`src/sv/psd_pkg.sv`:
```
// Shared widths for the point to segment distance pipeline.
// No dependencies; every other file imports this package.
package psd_pkg;

   localparam int CoordW = 24;   // signed Q15.8 coordinate
   localparam int DiffW  = 25;   // coordinate difference
   localparam int ProdW  = 50;   // product of two differences, and its sums
   localparam int HalfW  = 25;   // half of the cross magnitude for the squaring
   localparam int DvdW   = 100;  // dividend of the squared-distance divide
   localparam int QuoW   = 50;   // quotient and squared distance
   localparam int DistW  = 25;   // root and result
   localparam int RemW   = 27;   // partial remainder of the root

endpackage

```
`src/sv/psd_sqrt.sv`:
```
// Pipelined integer square root, one root bit per stage, rounded down.
// Depends on psd_pkg.
module psd_sqrt
   import psd_pkg::*;
(
   input  logic             clock,
   input  logic             reset,
   input  logic             advance,
   input  logic             in_valid,
   input  logic [QuoW-1:0]  radicand,
   output logic             out_valid,
   output logic [DistW-1:0] root
);

   logic             valid_ff [DistW+1];
   logic [QuoW-1:0]  nb_ff    [DistW+1];
   logic [RemW-1:0]  rem_ff   [DistW+1];
   logic [DistW-1:0] root_ff  [DistW+1];

   always_ff @(posedge clock) begin
      if (reset) begin
         valid_ff[0] <= 1'b0;
      end else if (advance) begin
         valid_ff[0] <= in_valid;
      end
   end

   always_ff @(posedge clock) begin
      if (advance) begin
         nb_ff[0]   <= radicand;
         rem_ff[0]  <= '0;
         root_ff[0] <= '0;
      end
   end

   for (genvar i = 0; i < DistW; i++) begin : g_step
      logic [RemW+1:0] rr;
      logic [RemW+1:0] trial;
      logic            fits;

      // bring down two bits, try root*4+1
      always_comb begin
         rr    = {rem_ff[i], nb_ff[i][QuoW-1:QuoW-2]};
         trial = {{(RemW-DistW){1'b0}}, root_ff[i], 2'b01};
         fits  = rr >= trial;
      end

      always_ff @(posedge clock) begin
         if (reset) begin
            valid_ff[i+1] <= 1'b0;
         end else if (advance) begin
            valid_ff[i+1] <= valid_ff[i];
         end
      end

      always_ff @(posedge clock) begin
         if (advance) begin
            nb_ff[i+1]   <= {nb_ff[i][QuoW-3:0], 2'b00};
            rem_ff[i+1]  <= fits ? RemW'(rr - trial) : RemW'(rr);
            root_ff[i+1] <= {root_ff[i][DistW-2:0], fits};
         end
      end
   end

   assign out_valid = valid_ff[DistW];
   assign root      = root_ff[DistW];

endmodule

```
`config.mk`:
```
export PLATFORM = sky130hd
export DESIGN_NAME = psd_sqrt
export DESIGN_NICKNAME = d
export VERILOG_FILES = /design/src/sv/psd_pkg.sv /design/src/sv/psd_sqrt.sv
export SDC_FILE = /design/constraint.sdc
export NUM_CORES = 2
export LEC_CHECK = 0
export ABC_CLOCK_PERIOD_IN_PS = 5070
export BUFFER_PORTS_ARGS = -buffer_cell sky130_fd_sc_hd__buf_2
export CORE_MARGIN = 5
export CORE_UTILIZATION = 63
export CTS_CLUSTER_DIAMETER = 40
export CTS_CLUSTER_SIZE = 28
export DETAILED_ROUTE_END_ITERATION = 6
export MAX_ROUTING_LAYER = met4
export PLACE_DENSITY = 0.85
export SLEW_MARGIN = 25
export SYNTH_ARGS = -nofsm -noshare
export SYNTH_HDL_FRONTEND = slang
export SYNTH_SLANG_ARGS = --single-unit
```
`constraint.sdc`:
```
create_clock -name clock -period 5.07 [get_ports clock]
set_clock_uncertainty 0.15 [all_clocks]
set_input_delay 0.2535 -clock clock [delete_from_list [all_inputs] [get_ports clock]]
set_output_delay 0.2535 -clock clock [all_outputs]
set_load 0.05 [all_outputs]
```
# Yosys cells after proc, flatten, opt, wreduce, memory -nomap -nowiden
# Memories as Yosys holds them, arrays and structs flattened.
# Index checks and enable logic that the tools add are counted.
# word_totals
reg_bits	0
ram_bits	2678
in_bits	54
output_inout_bits	26
elab_cells	137
mem_count	4
# memory_table
name	depth	width	read_ports	rd_ports_with_merged_regs	wr	line	rtl
nb_ff	26	50	25	0	26	psd_sqrt.sv:16	logic [QuoW-1:0] nb_ff [DistW+1];
rem_ff	26	27	25	0	26	psd_sqrt.sv:17	logic [RemW-1:0] rem_ff [DistW+1];
root_ff	26	25	26	0	26	psd_sqrt.sv:18	logic [DistW-1:0] root_ff [DistW+1];
valid_ff	26	1	26	0	26	psd_sqrt.sv:15	logic valid_ff [DistW+1];
# op_classes
n_addsub	25
magnitude_cmp	25
mux	57
n_bitwise	26
# op_table
op	n
$ge 29x27->1	25
$mux 27	25
$sub 27x27->27	25
$mux 1	32
$or 1x1->1	26

# Depth between registers and ports, before layout
# logic_depth
depth_word	4
depth_mapped	13
ltp_nobuf	12

# Least setup slack after synthesis
# OpenSTA, ideal clock, no wires.
# synth_path
kind	reg2reg
startpoint	memory rem_ff[7][8], in the netlist rem_ff[0][197]
endpoint	memory rem_ff[8][17], in the netlist rem_ff[0][233] (data pin)
setup_ns	0.271
arrival_time_ns	3.409
t_required_ns	4.649
path_slack_ns	1.239
stages_incl_launch_ff	11
n_path_buf	0
period_less_slack_ns	3.831
cell_sequence	edfxtp_1 -> or4_1 -> or3_1 -> or4_4 -> or4_4 -> a2111o_1 -> nor3_4 -> inv_2 -> nand3b_2 -> nor4_1 -> xor2_1
# synth_rtl
element	line
from (decl)	psd_sqrt.sv:17

==> results.md <==
* Clk Latency, worst-skew pair at ~0.79 ns
* Row cnt at 125
* Post-synth top flop: edfxtp_1
* Yosys reg bits at around 1600
* Hold slack at around 0.062 ns
* WS Path Type: reg2reg
* Setup tns final at 0 ns
* Critical path endpoint category: flip-flop
* Area growth, synth to finish at 13.2%
* Combinational power share at 0.158
* Post-DR vias/cell at 5.89
* Iteration count of the initial detailed-routing pass at 6
* CTS tree: built
* Syn Area/Cell at between 10 and 15 um^2
* Crit Path Max Fanout at 23
* Clock tree buffer depth at 3
* EDFF count, synth at 1612
* Layout net count at approximately 6200
* H-tree levels at 4
* Fillers at about 7400
* Sequential share of power at 0.482
* DR iter-0 viols at around 4200
* Min-Delay Startpoint: radicand[12]
* Clock power share at 0.361
* Worst Slack Setup Final at about 0.70 ns
* Maxcap violations at 0
* P_sw at 10300 uW
* Initial Util at 0.632
* Core area at 116000 um^2
* Layout cells sized above 1 at 0.0887
* Clk slew on worst S/H paths at approximately 0.07 ns
* First-pass GRT wire length at 229 mm
* Peak VDD IR at 421 uV
* Die H at 351 um
* WL final at 144 mm
* Post-layout instance area at ~83000 um^2
* Placed cell count at a little over 7000
* Slew Limit Headroom at 0.269
* Initial antenna violation count at 0
* Dpl ws at just under 0.8 ns
* Least-Margin Pin Slew at approximately 1.1 ns
* Pleak at between 0.03 and 0.04 uW
* PortBufs at a little under 80
* # DRC at 0
* GRT Util Overall at 0.240
* HP Class: in2reg
* DP Wirelength at just under 100 mm
* Num Clock Sinks at between 1500 and 2000
* Min Clock Period, post-route at about 4.4 ns
* RD Place Congestion at about 0.9
* Most frequent cells in the layout: edfxtp_1 (1612), inv_1 (438), nand2_1 (388)
* Area used by multi-input combinational logic at around 23000 um^2
* Crit path launch type: flip-flop
* Fmax achieved at between 200 and 250 MHz
* Diodes inserted at 0
* Final period util at 0.861
* Wire per inst at 19.2 um
* CTS Buf Count at approximately 180
* RSZ-0062 raised after global routing: no
* Grt ovf at 0
* Placed inst area at 75700 um^2
* Synthesized instance count at between 5000 and 6000
* Pin count of the biggest net entering global routing at 184
* Finished Layout Cells at about 7500
* Hold endpoint: nb_ff[0][12]
* Post-synth cell types at a little under 80
* Seq/Total Area, Yosys at 0.661
* Status: complete, no violations
* Worst r2r dst: rem_ff[0][266]
* Die width at 351 um
* Number of routed nets with antenna violations at 0
* Final Setup Violations at 0
* Most common library cell in the layout ignoring fill and taps: edfxtp_1
* Syn nets at 5920
* Hold path depth at 2
* Pint at ~26000 uW
* Register area at about 48000 um^2
* R2R depth at 9
* Reg2reg setup slack at 0.70 ns
* Sw Ratio at 0.281
* Yosys warnings at 0
* Mapped cell area at between 70000 and 80000 um^2
* Via count at about 44000
* Root Driver: clkbuf_16
* CP Data Required Time at between 5 and 6 ns
* Die ar. at about 120000 um^2
* Power per cell area at around 440 nW/um^2
* Num ports at 80
* Worst EP arrival at ~4.7 ns
* Final Slew Violations at 0
* Reg2Reg Launch Point: rem_ff[0][226]
* Vias in the first global route at ~44000
* Final-report hold violation count at 0
* Async set or reset register ratio after synthesis at 0
==> final cells by class <==
class	count	area share
clock buffer	185	0.0543
clock inverter	148	0.0207
inverter	439	0.0199
multi-input combinational	3370	0.276
sequential	1612	0.584
tap	1524	0.0230
timing repair buffer	218	0.0223
==> kinds of logic after synthesis <==
| family | share of synthesized area |
|---|---|
| mux | 0.00716 |
| buf+inv | 0.0273 |
| simple gates | 0.0956 |
| other cells | 0.0000512 |
| xor+xnor | 0.0605 |
| fa+ha+maj | 0.0601 |
| compound gates | 0.0884 |
| flops | 0.661 |
==> power groups by stage <==
stage	registers (uW)	logic [uW]	clock network [uW]
2_1_floorplan	17400	4100	0
3_3_place_gp	17800	5400	0
3_5_place_dp	17800	5580	0
4_1_cts	17600	5710	13400
5_1_grt	17700	6370	14000
6_report	17600	5750	13200
==> worst max-delay path, stage by stage, from the launching register on <==
cell and delay (ns):
edfxtp_1 0.51, nor4_1 0.44, or4b_2 0.68, nor4_1 0.44, a21oi_1 0.12, o2111a_1 0.43, or4_1 0.70, nor2_1 0.23
nor4bb_1 0.30, xor2_1 0.11
==> state kept, by name (all words and copies together), names as in the netlist <==
signal	flops
nb_ff	650
rem_ff	611
valid_ff	26
root_ff	325
==> Yosys cell counts (83+ instances only) <==
cell type	number	area (um^2)
edfxtp_1	1612	48400
o21ai_0	300	1500
a21o_1	117	878
ha_1	352	4400
clkbuf_1	83	312
nand2_1	388	1460
nor3_1	134	671
xnor2_1	231	2020
xor2_1	275	2410
a21oi_1	306	1530
inv_1	438	1640
nor2_1	332	1250
==> worst max path at each step <==
stage	start	cells after the start	to	slack, ns
after detailed placement	rem_ff[0][226]	9	rem_ff[0][266]	0.80
after floorplan	rem_ff[0][197]	10	rem_ff[0][233]	1.24
after global placement	rem_ff[0][226]	9	rem_ff[0][266]	0.90
final	rem_ff[0][226]	9	rem_ff[0][266]	0.70
after CTS	rem_ff[0][226]	9	rem_ff[0][266]	0.79
after global routing	rem_ff[0][226]	9	rem_ff[0][266]	0.40
==> through the flow <==
step | total power, uW | util
floorplan | 21500 | -
global placement | 23200 | 0.653
detailed placement | 23400 | 0.653
CTS | 36700 | 0.715
global route | 38100 | 0.716
finish | 36500 | 0.716
==> what timing repair did <==
| action | 4_1_cts | 5_1_grt |
|---|---|---|
| hold buffers | 97 | 0 |
| resized for setup | 0 | 0 |
| hold endpoints to repair | 203 | 0 |
| buffers inserted | 0 | 0 |
==> per-layer routing <==
metal  part of all wire  wire (um)  up-vias  track usage
li1                   -          -    21000            -
met1               0.40      57300    21300        0.295
met2               0.51      73900     1467        0.414
met3              0.053       7660      331       0.0317
met4              0.034       4920        0       0.0864
met5                  0          0        -            -
(Power assumes the default switching activity.)
